File: config.mk
export PLATFORM = sky130hd
export DESIGN_NAME = msitt_ctrl
export DESIGN_NICKNAME = d
export VERILOG_FILES = /design/src/rtl/core/msitt_pkg.sv /design/src/rtl/core/msitt_ctrl.sv
export SDC_FILE = /design/constraint.sdc
export NUM_CORES = 1
export LEC_CHECK = 0
export BUFFER_PORTS_ARGS = -buffer_cell sky130_fd_sc_hd__buf_4
export CORE_AREA = 2 2 39 41
export CTS_CLUSTER_SIZE = 12
export DETAILED_ROUTE_END_ITERATION = 8
export DIE_AREA = 0 0 41 43
export HOLD_SLACK_MARGIN = 0.1
export PLACE_DENSITY = 0.6
export SYNTH_ARGS = -nofsm -noshare
export SYNTH_HDL_FRONTEND = slang
export SYNTH_SLANG_ARGS = --single-unit
File: constraint.sdc
create_clock -name clk -period 1.5 [get_ports clk]
set_input_delay 0.075 -clock clk [delete_from_list [all_inputs] [get_ports clk]]
set_output_delay 0.075 -clock clk [all_outputs]
set_load 0.03 [all_outputs]
File: src/rtl/core/msitt_pkg.sv
// ----------------------------------------------------------------------------
// msitt_pkg
// Shared constants, codes and controller/datapath interface types for the
// interval timer table.
// ----------------------------------------------------------------------------
package msitt_pkg;

	localparam int SLOTS = 64;
	localparam int IDX_W = $clog2(SLOTS);
	localparam logic [39:0] DELAY_MAX = 40'd1000000000000;
	localparam logic [5:0] CAP_RESET = 6'd16;

	// input functions
	localparam logic [2:0] FN_ARM_ONE = 3'd0;
	localparam logic [2:0] FN_ARM_REP = 3'd1;
	localparam logic [2:0] FN_CANCEL  = 3'd2;
	localparam logic [2:0] FN_TICK    = 3'd3;
	localparam logic [2:0] FN_COUNT   = 3'd4;
	localparam logic [2:0] FN_CLEAR   = 3'd5;

	// result kinds
	localparam logic [2:0] K_ARM    = 3'd0;
	localparam logic [2:0] K_CANCEL = 3'd1;
	localparam logic [2:0] K_COUNT  = 3'd2;
	localparam logic [2:0] K_FIRED  = 3'd3;
	localparam logic [2:0] K_TICK   = 3'd4;
	localparam logic [2:0] K_CLEAR  = 3'd5;

	// status codes
	localparam logic [1:0] ST_OK    = 2'd0;
	localparam logic [1:0] ST_FULL  = 2'd1;
	localparam logic [1:0] ST_BAD   = 2'd2;
	localparam logic [1:0] ST_MISS  = 2'd3;

	typedef struct packed {
		logic load;
		logic arm_step;
		logic cnt_step;
		logic tk_rd;
		logic tk_add;
		logic tk_eval;
		logic reply;
	} cmd_t;

	typedef struct packed {
		logic [2:0] func;
		logic       out_free;
		logic       idx_last;
		logic       arm_done;
		logic       ev_stall;
	} stat_t;

	function automatic logic [63:0] sat_add(input logic [63:0] a, input logic [39:0] b);
		logic [64:0] s;
		s = {1'b0, a} + {25'b0, b};
		return s[64] ? {64{1'b1}} : s[63:0];
	endfunction

endpackage

File: src/rtl/core/msitt_ctrl.sv
// ----------------------------------------------------------------------------
// msitt_ctrl
// Sequencer: dispatches each item and walks the slot scans.
// ----------------------------------------------------------------------------
module msitt_ctrl (
	input  logic             clk,
	input  logic             arst_n,
	input  logic             in_valid,
	output logic             in_ready,
	input  msitt_pkg::stat_t st,
	output msitt_pkg::cmd_t  cmd
);

	typedef enum logic [2:0] {
		S_IDLE, S_ARM, S_CNT, S_TRD, S_TADD, S_TEVAL, S_REPLY
	} state_t;

	state_t state_q;
	logic   acc;

	assign in_ready = (state_q == S_IDLE);
	assign acc = in_valid && in_ready;

	always_comb begin
		cmd = '0;
		cmd.load     = acc;
		cmd.arm_step = (state_q == S_ARM);
		cmd.cnt_step = (state_q == S_CNT);
		cmd.tk_rd    = (state_q == S_TRD);
		cmd.tk_add   = (state_q == S_TADD);
		cmd.tk_eval  = (state_q == S_TEVAL);
		cmd.reply    = (state_q == S_REPLY);
	end

	always_ff @(posedge clk or negedge arst_n) begin
		if (!arst_n) begin
			state_q <= S_IDLE;
		end else begin
			case (state_q)
				S_IDLE: begin
					if (acc) begin
						case (st.func)
							msitt_pkg::FN_ARM_ONE, msitt_pkg::FN_ARM_REP: state_q <= S_ARM;
							msitt_pkg::FN_CANCEL: state_q <= S_REPLY;
							msitt_pkg::FN_TICK: state_q <= S_TRD;
							msitt_pkg::FN_COUNT, msitt_pkg::FN_CLEAR: state_q <= S_CNT;
							default: state_q <= S_IDLE;
						endcase
					end
				end
				S_ARM: begin
					if (st.arm_done) state_q <= S_REPLY;
				end
				S_CNT: begin
					if (st.idx_last) state_q <= S_REPLY;
				end
				S_TRD: state_q <= S_TADD;
				S_TADD: state_q <= S_TEVAL;
				S_TEVAL: begin
					if (!st.ev_stall) state_q <= st.idx_last ? S_REPLY : S_TRD;
				end
				S_REPLY: begin
					if (st.out_free) state_q <= S_IDLE;
				end
				default: state_q <= S_IDLE;
			endcase
		end
	end

endmodule

Word-level counts from Yosys, hierarchy flattened

Cells that the tools add are included.
Widths: inputs -> output; s select.

Logic and storage cells: 31
Bits in registers: 3
Output and inout bits: 8
Input bits: 10

Multiplexer cells: 8
Eq/ne operators: 16
Reduce and logical (&&, ||, !) cells: 6

Operators with widths:

| operator           | number |
|---|---|
| $pmux 3 s7         | 1 |
| $mux 3             | 6 |
| $eq 3x3->1 const B | 5 |
| $eq 3x2->1 const B | 4 |
| $pmux 3 s4         | 1 |
| $ne 2x2->1 const B | 4 |
| $eq 3x1->1 const B | 2 |
| $logic_not 3->1    | 2 |
| $reduce_and 5->1   | 1 |
| $reduce_or 2->1    | 2 |
| $ne 2x1->1 const B | 1 |
| $logic_and 1x1->1  | 1 |

Depth between registers and ports, before layout

Gate-level depths: netlist (run 1).

Word-level depth: 5
Depth in mapped cells: 5
Gate-level depth less buffers: 4

Least setup slack after synthesis (run 1)

No wires, ideal clock.

Path type: reg2out
Start: register state_q[1]
End: output cmd[6] (netlist name)
Buffers on the path: 2
Setup slack: 0.031 ns
Data arrival time: 1.394 ns
Stages on the path, launching flop included: 5
Required time: 1.425 ns
Cell sequence: dfrtp_1 buf_4 nor3_2 and2_1 buf_4

Word-level cells in the longest chain between the ends: 2

RTL lines:

| element                  | RTL line         | text |
|---|---|---|
| start: declaration       | msitt_ctrl.sv:18 | `state_t state_q;` |
| start signal: assignment | msitt_ctrl.sv:60 | `if (!st.ev_stall) state_q <= st.idx_last ? S_REPLY : S_TRD;` |
| $logic_not 3->1          | msitt_ctrl.sv:21 | `assign in_ready = (state_q == S_IDLE);` |
| via in_ready             | msitt_ctrl.sv:9  | `output logic in_ready,` |
| $logic_and 1x1->1        | msitt_ctrl.sv:22 | `assign acc = in_valid && in_ready;` |
| end: declaration         | msitt_ctrl.sv:11 | `output msitt_pkg::cmd_t cmd` |

The timed path passes the listed nets, and every way through them passes these cells.

==> impl_metrics.toml, run 1 <==
[drt]
drtIter0Drc = 9
route.met3.wl_um = 18
vias = 390
firstDrtPassIters = 4
drt-wirelength-per-cell_um = 10.3
wl_met2_um = 460
maxUsedRoutingLayer = "met3"
routed_via_density = 4.81
ant_nets = 0
met1Wirelength_um = 357
totalWireLength_um = 836
drc = 0

[cts]
cts_made_buffers = 3
clk_path_buf_depth = 2
insertion_delay_ns = 0.24
clkSinkCount = 3
clk_pin_slew_worst_paths_ns = 0.04
cts_root_buffer = "clkbuf_4"
cts_tree = "done"
postCtsSetupRepairBufs = 0
htree_levels = 1

[floorplanning]
die_w_um = 41
rows = 14
dieArea_sq_um = 1760
core_area_sq_um = 1380
die_h_um = 43
start_util_pct = 24.0
ios = 18

[yosys]
synth_nets = 55
synth_top_cell_area_share_pct = 22.6
syn_area_per_cell_sq_um = 7.37
ys_warn_count = 0
synth_area_sq_um = 332
yosys.area.top_type = "dfrtp_1"
synth.area.mux_share_pct = 3.02
synth_simple_gate_area_share_pct = 33.2
synth-seq-cells = 3
synth-xor-area-share_pct = 2.64
yosysMostFrequentCell = "nor2_1"
synth_compound_area_share_pct = 26.8
synthDistinctLibCells = 26
synth_top_family_by_area = "simple AND/OR/NAND/NOR gates"
synth_edf_count = 0
synth_area_leaders = "dfrtp_1 (23%), nor2_1 (6.8%), a21oi_1 (6.0%)"
yosysSeqAreaShare_pct = 22.6
ys.flop_type = "dfrtp_1"
syn_inst = 45
synthAdderAreaFrac_pct = 0
synthTopCellsByCount = "nor2_1 (6), a21oi_1 (4), dfrtp_1 (3), o21ai_0 (3)"
ys_async_sr_fraction_pct = 100

[grt]
grt_antenna_before_repair = 0
grt_pass1_vias = 354
grt_max_degree = 14
grt_pass1_wl_um = 1370
grt_overflow_total = 0
grt_use_total_pct = 11.7

[finish]
largestRegisters = "state_q x3"
layout-drive-gt1-share_pct = 36.9
multi_input_area_sq_um = 224
fillers = 150
regMostFlops = "state_q"
fin_nets = 76
area_delta_synth_final_pct = 52.5
stdcell_area_sq_um = 505
largest_reg_flops = 3
layout.area.seq_sq_um = 75.1
diodes = 0

[sta]
rsz0062_at_grt = "false"
setup_violations = 0
hold_violations = 0
period_minus_slack_ns = 1.39
tightest_slew_ns = 0.419
slew_headroom_pct = 71.8
finalSetupTns_ns = 0
fin_ws_ns = 0.108
fin_worst_skew_ns = 0.00215
finalMaxSlewViolations = 0
fmax_ghz = 0.719
fin_crit_sh_pct = 92.8

[placed_design]
dp_hpwl_um = 643
place_worst_setup_slack_ns = 0.211
io_buffers = 17
gp_congestion = 0.690
place_area_sq_um = 463

[setup_path]
end_kind = "primary output"
start_kind = "flip-flop"
r2r_slack_ns = 0.18
reg2reg_from = "state_q[2]$_DFFE_PN0P_"
ff2ff_path_depth = 3
cp.required_ns = 1.42
worst_ep_arrival_time_ns = 1.32
crit_fanout = 13
worstReg2RegEnd = "state_q[1]$_DFFE_PN0P_"
worstSetupPathType = "reg -> out"

[run]
cap_viol_max_count = 0

[outcome]
status = "completed"

[worst_hold_path]
hp-class = "in -> async"

[power_and_ir_drop]
p_leak_nw = 0.244
power_density_nw_per_um2 = 2160
ir_worst_vdd_uv = 644
## power by group
group          total [mW]  internal, mW  leakage [nW]  switching (mW)
logic               0.733         0.319         0.193           0.414
registers           0.207         0.123        0.0357          0.0839
clock network       0.151         0.100        0.0150          0.0505
## layer usage
layer	vias up	global-route usage, %
met3	0	6.28
met4	0	6.00
li1	199	-
met5	-	0
met2	4	18.4
met1	187	11.9
## cells by family after synthesis
logic type             count (synthesis)
AND/OR/NAND/NOR                       20
flip-flops                             3
XOR/XNOR                               1
multiplexers                           1
buffers and inverters                  6
AO/OA/AOI/OAI                         14
## critical path, cell delays in order (launching register included)
cell	delay (ns)
dfrtp_1	0.51
nor3_4	0.27
and2_1	0.15
buf_4	0.15
## stage by stage
| stage | util, % | instances | power [mW] | hold slack [ns] |
|---|---|---|---|---|
| floorplan | - | 45 | 0.737 | -0.221 |
| global placement | 33.5 | 76 | 0.919 | -0.132 |
| detailed placement | 33.5 | 76 | 0.919 | -0.132 |
| CTS | 36.1 | 81 | 1.08 | 0.157 |
| global route | 36.5 | 81 | 1.18 | 0.180 |
| finish | 36.5 | 81 | 1.09 | 0.161 |
## cells in the final DEF (no fill, tap or decap)
| cell type | n |
|---|---|
| a211oi_1 | 2 |
| a21oi_1 | 4 |
| a221o_1 | 1 |
| a222oi_1 | 1 |
| a31oi_1 | 1 |
| and2_1 | 1 |
| and2b_2 | 1 |
| and3_1 | 1 |
| buf_4 | 19 |
| clkbuf_1 | 1 |
| clkbuf_4 | 3 |
| dfrtp_1 | 3 |
| dlygate4sd3_1 | 1 |
| inv_1 | 2 |
| mux2i_1 | 1 |
| nand2_1 | 2 |
| nand2b_1 | 2 |
| nor2_1 | 6 |
| nor2b_1 | 2 |
| nor3_1 | 2 |
| nor3_4 | 1 |
| nor3b_1 | 1 |
| o21a_1 | 1 |
| o21ai_0 | 3 |
| o21ai_1 | 1 |
| or2_1 | 1 |
| xor2_1 | 1 |
## how the worst max path moves through the flow
stage | startpoint | end | slack, ns
global placement | state_q[2]$_DFFE_PN0P_ | state_q[2]$_DFFE_PN0P_ | 0.16
global route | state_q[1]$_DFFE_PN0P_ | cmd[6] | 0.03
detailed placement | state_q[2]$_DFFE_PN0P_ | state_q[1]$_DFFE_PN0P_ | 0.21
finish | state_q[1]$_DFFE_PN0P_ | cmd[6] | 0.11
floorplan | state_q[1]$_DFFE_PN0P_ | cmd[6] | 0.03
CTS | state_q[0]$_DFFE_PN0P_ | cmd[6] | 0.06
## final cells by class
class | count | share of cell area (%)
Multi-Input combinational cell | 36 | 44.3
Sequential cell | 3 | 14.9
Timing Repair Buffer | 20 | 30.2
Clock buffer | 4 | 5.20
Inverter | 2 | 1.49
Tap cell | 16 | 3.96
## timing repair
action	in CTS	in global routing
endpoints found under the hold margin	3	0
hold buffers	1	0
setup endpoints to repair	0	1
gates resized for setup	0	1
Power figures use the tool's default switching activity.
==> run 2: changes to the inputs <==
Settings changed: PLACE_DENSITY 0.6 to unset, PLACE_DENSITY_LB_ADDON set to 0.3.
==> impl_metrics.toml, run 2 (synthesized netlist as in run 1, its figures left out) <==
[outcome]
status = "completed"

[power_and_ir_drop]
clkPwrFrac_pct = 13.1
ir_worst_vdd_uv = 886
p_int_mw = 0.531
netSwitchingFraction_pct = 50.6
p_leak_nw = 0.237
pwr-share-seq_pct = 23.2
pwr-share-comb_pct = 63.7
p_sw_mw = 0.543
power_density_nw_per_um2 = 2150

[setup_path]
end_kind = "primary output"
crit_fanout = 10
path_buf_inv = 2
path_cells = "buf_4 > nor3_4 > and2_1 > buf_4"
worst_ep_arrival_time_ns = 1.33
cpLargestDelayFamily = "flip-flops"
crit_top_cell = "buf_4"
start_kind = "flip-flop"
cpMaxStageDelayCell = "dfrtp_2"
r2r_slack_ns = 0.15
cp.required_ns = 1.42
worstSetupPathType = "reg -> out"
critical-path-max-stage-delay_ns = 0.45

[finish]
largestRegisters = "state_q x3"
mostFrequentLayoutCells = "buf_4 (18), nor2_1 (6), a21oi_1 (4)"
diodes = 0
regMostFlops = "state_q"
fin_nets = 75
area_delta_synth_final_pct = 50.9
layout_commonest_cell = "buf_4"
largest_reg_flops = 3
layout-drive-gt1-share_pct = 39.1

[drt]
ant_nets = 0
vias = 380
drc = 0
routed_via_density = 4.75
drt-wirelength-per-cell_um = 10.6
firstDrtPassIters = 4
totalWireLength_um = 848
drtIter0Drc = 5

[sta]
fin_worst_skew_ns = 0.00180
hold_violations = 0
fin_crit_sh_pct = 93.6
finalSetupTns_ns = 0
hold_ws_ns = 0.168
finalMaxSlewViolations = 0
rsz0062_at_grt = "false"
fmax_ghz = 0.712
tightest_slew_ns = 0.396
slew_headroom_pct = 73.3
setup_violations = 0
period_minus_slack_ns = 1.40

[cts]
cts_root_buffer = "clkbuf_4"
clk_path_buf_depth = 2
insertion_delay_ns = 0.23
htree_levels = 1
clk_pin_slew_worst_paths_ns = 0.04
cts_tree = "done"
clkSinkCount = 3
cts_made_buffers = 3

[floorplanning]
ios = 18
core_area_sq_um = 1380
die_w_um = 41
start_util_pct = 24.0
die_h_um = 43
rows = 14
dieArea_sq_um = 1760

[grt]
grt_use_total_pct = 11.6
grt_pass1_vias = 387
grt_pass1_wl_um = 1440
grt_overflow_total = 0
grt_max_degree = 14
grt_antenna_before_repair = 0

[placed_design]
io_buffers = 17
gp_congestion = 0.864

[run]
cap_viol_max_count = 0

[worst_hold_path]
hp-class = "in -> async"
==> run 2: layout make-up <==
| type | instances | area [sq um] |
|---|---|---|
| inverters | 2 | 7.51 |
| multi-input cells | 36 | 224 |
| well taps | 16 | 20.0 |
| clock buffers | 4 | 26.3 |
| fillers | 161 | 883 |
| flip-flops and latches | 3 | 77.6 |
| repair buffers | 19 | 145 |
==> run 2: power groups by stage <==
stage | sequential [mW] | clock, mW | combinational [mW]
2_1_floorplan | 0.150 | 0 | 0.588
3_3_place_gp | 0.237 | 0 | 0.672
3_5_place_dp | 0.236 | 0 | 0.674
4_1_cts | 0.234 | 0.148 | 0.681
5_1_grt | 0.266 | 0.157 | 0.750
6_report | 0.249 | 0.140 | 0.684
==> run 2: per-stage QoR <==
stage / area, sq um / std cells / utilization, % / setup slack, ns / power (mW)
after floorplan: 332 / 45 / - / 0.0309 / 0.737
after global placement: 455 / 75 / 32.9 / 0.137 / 0.909
after detailed placement: 455 / 75 / 32.9 / 0.106 / 0.910
after CTS: 492 / 80 / 35.5 / 0.0145 / 1.06
after global routing: 500 / 80 / 36.2 / 0.00825 / 1.17
final: 500 / 80 / 36.2 / 0.0960 / 1.07
==> run 2: repair_timing <==
action,CTS,global route
gates resized for setup,0,3
setup buffers,0,0
hold buffers,1,0
endpoints found under the hold margin,3,0
setup endpoints to repair,0,2
==> run 2: path summary, 6_finish.rpt <==
kind                                   startpoint                      to  cells after the start
max                        state_q[0]$_DFFE_PN0P_                  cmd[6]                      4
min                                        arst_n  state_q[1]$_DFFE_PN0P_                      2
max reg2reg                state_q[2]$_DFFE_PN0P_  state_q[1]$_DFFE_PN0P_                      3
min reg2reg                state_q[2]$_DFFE_PN0P_  state_q[2]$_DFFE_PN0P_                      1
max in group asynchronous                  arst_n  state_q[0]$_DFFE_PN0P_                      2
min in group clk                            st[3]  state_q[1]$_DFFE_PN0P_                      3
==> run 2: metal layers <==
layer | wire, um | GRT usage (%) | up-vias
met5 | 0 | 0 | -
met4 | 0 | 4.00 | 0
met3 | 42 | 1.57 | 0
met2 | 461 | 21.3 | 7
met1 | 344 | 12.3 | 178
li1 | - | - | 195
==> run 3: changes to the inputs <==
Settings changed: RECOVER_POWER set to 50.
==> impl_metrics.toml, run 3 (synthesized netlist as in run 1, its figures left out) <==
[outcome]
status = "completed"

[floorplanning]
dieArea_sq_um = 1760
die_h_um = 43
core_area_sq_um = 1380
start_util_pct = 24.0
rows = 14
ios = 18
die_w_um = 41

[sta]
finalMaxSlewViolations = 0
period_minus_slack_ns = 1.40
tightest_slew_ns = 0.396
fin_worst_skew_ns = 0.00180
setup_violations = 0
finalSetupTns_ns = 0
fin_ws_ns = 0.0969
rsz0062_at_grt = "false"
fin_crit_sh_pct = 93.5
fmax_ghz = 0.713
slew_headroom_pct = 73.3
hold_violations = 0

[power_and_ir_drop]
power_density_nw_per_um2 = 2140
p_leak_nw = 0.232
ir_worst_vdd_uv = 886
total_power_mw = 1.05

[setup_path]
worst_ep_arrival_time_ns = 1.33
worstSetupPathType = "reg -> out"
r2r_slack_ns = 0.15
reg2reg_from = "state_q[2]$_DFFE_PN0P_"
ff2ff_path_depth = 3
end_kind = "primary output"
crit_fanout = 10
worstReg2RegEnd = "state_q[1]$_DFFE_PN0P_"
cp.required_ns = 1.42
start_kind = "flip-flop"

[grt]
grt_antenna_before_repair = 0
grt_use_total_pct = 11.6
grt_max_degree = 14
grt_overflow_total = 0
grt_pass1_wl_um = 1440
grt_pass1_vias = 387

[drt]
firstDrtPassIters = 4
vias = 378
drtIter0Drc = 5
routed_via_density = 4.73
ant_nets = 0
drc = 0
drt-wirelength-per-cell_um = 10.6
totalWireLength_um = 845

[cts]
clk_path_buf_depth = 2
cts_tree = "done"
cts_root_buffer = "clkbuf_4"
cts_made_buffers = 3
postCtsSetupRepairBufs = 0
htree_levels = 1
insertion_delay_ns = 0.23
clk_pin_slew_worst_paths_ns = 0.04
clkSinkCount = 3

[finish]
largestRegisters = "state_q x3"
mostFrequentLayoutCells = "buf_4 (15), nor2_1 (6), o21ai_0 (4), a21oi_1 (4), clkbuf_4 (3)"
area_delta_synth_final_pct = 48.3
regMostFlops = "state_q"
layout-drive-gt1-share_pct = 37.5
largest_reg_flops = 3
stdcell_area_sq_um = 492
layout_commonest_cell = "buf_4"
utilization_pct = 35.5
diodes = 0
fin_nets = 75

[placed_design]
io_buffers = 17
place_area_sq_um = 455
place_worst_setup_slack_ns = 0.106
gp_congestion = 0.864

[run]
cap_viol_max_count = 0

[worst_hold_path]
hp-class = "in -> async"
## run 3: changes by cell type in the layout (fill, tap and decap cells not counted)
cell      before  now
buf_4         18   15
clkbuf_1       1    2
clkbuf_2       0    2
o21ai_0        3    4
o21ai_1        1    0
## run 3: area by class of cell
cell class                 instances  area [sq um]
tap                               16          20.0
timing repair buffer              19           136
fill                             163           892
sequential                         3          77.6
inverter                           2          7.51
clock buffer                       4          26.3
multi-input combinational         36           224
## run 3: what timing repair did
item,in CTS,in global routing
hold buffers,1,0
resized for setup,0,3
hold endpoints to repair,3,0
setup endpoints to repair,0,2
## run 3: per-stage QoR
stage | instances | hold WS, ns
6_report | 80 | 0.176
5_1_grt | 80 | 0.201
4_1_cts | 80 | 0.162
3_5_place_dp | 75 | -0.134
3_3_place_gp | 75 | -0.129
2_1_floorplan | 45 | -0.221
## run 3: critical path: stages (launching register included)
cell,delay (ns)
dfrtp_2,0.45
buf_4,0.17
nor3_4,0.18
and2_1,0.14
buf_4,0.15
## run 3: worst max-delay path by stage
| stage | startpoint | cells after the start | end |
|---|---|---|---|
| floorplan | state_q[1]$_DFFE_PN0P_ | 4 | cmd[6] |
| global placement | state_q[2]$_DFFE_PN0P_ | 3 | state_q[2]$_DFFE_PN0P_ |
| detailed placement | state_q[2]$_DFFE_PN0P_ | 3 | state_q[2]$_DFFE_PN0P_ |
| CTS | state_q[0]$_DFFE_PN0P_ | 4 | cmd[6] |
| global route | state_q[0]$_DFFE_PN0P_ | 4 | cmd[6] |
| finish | state_q[0]$_DFFE_PN0P_ | 4 | cmd[6] |
## run 3: power breakdown
| group | internal (mW) | switching (mW) |
|---|---|---|
| sequential | 0.128 | 0.121 |
| clock | 0.0996 | 0.0406 |
| combinational | 0.284 | 0.379 |
## run 3: metal layers
| layer | wire, um | up-vias | global-route usage, % |
|---|---|---|---|
| li1 | - | 195 | - |
| met2 | 460 | 7 | 21.3 |
| met3 | 42 | 0 | 1.57 |
| met1 | 343 | 176 | 12.3 |
| met5 | 0 | - | 0 |
| met4 | 0 | 0 | 4.00 |
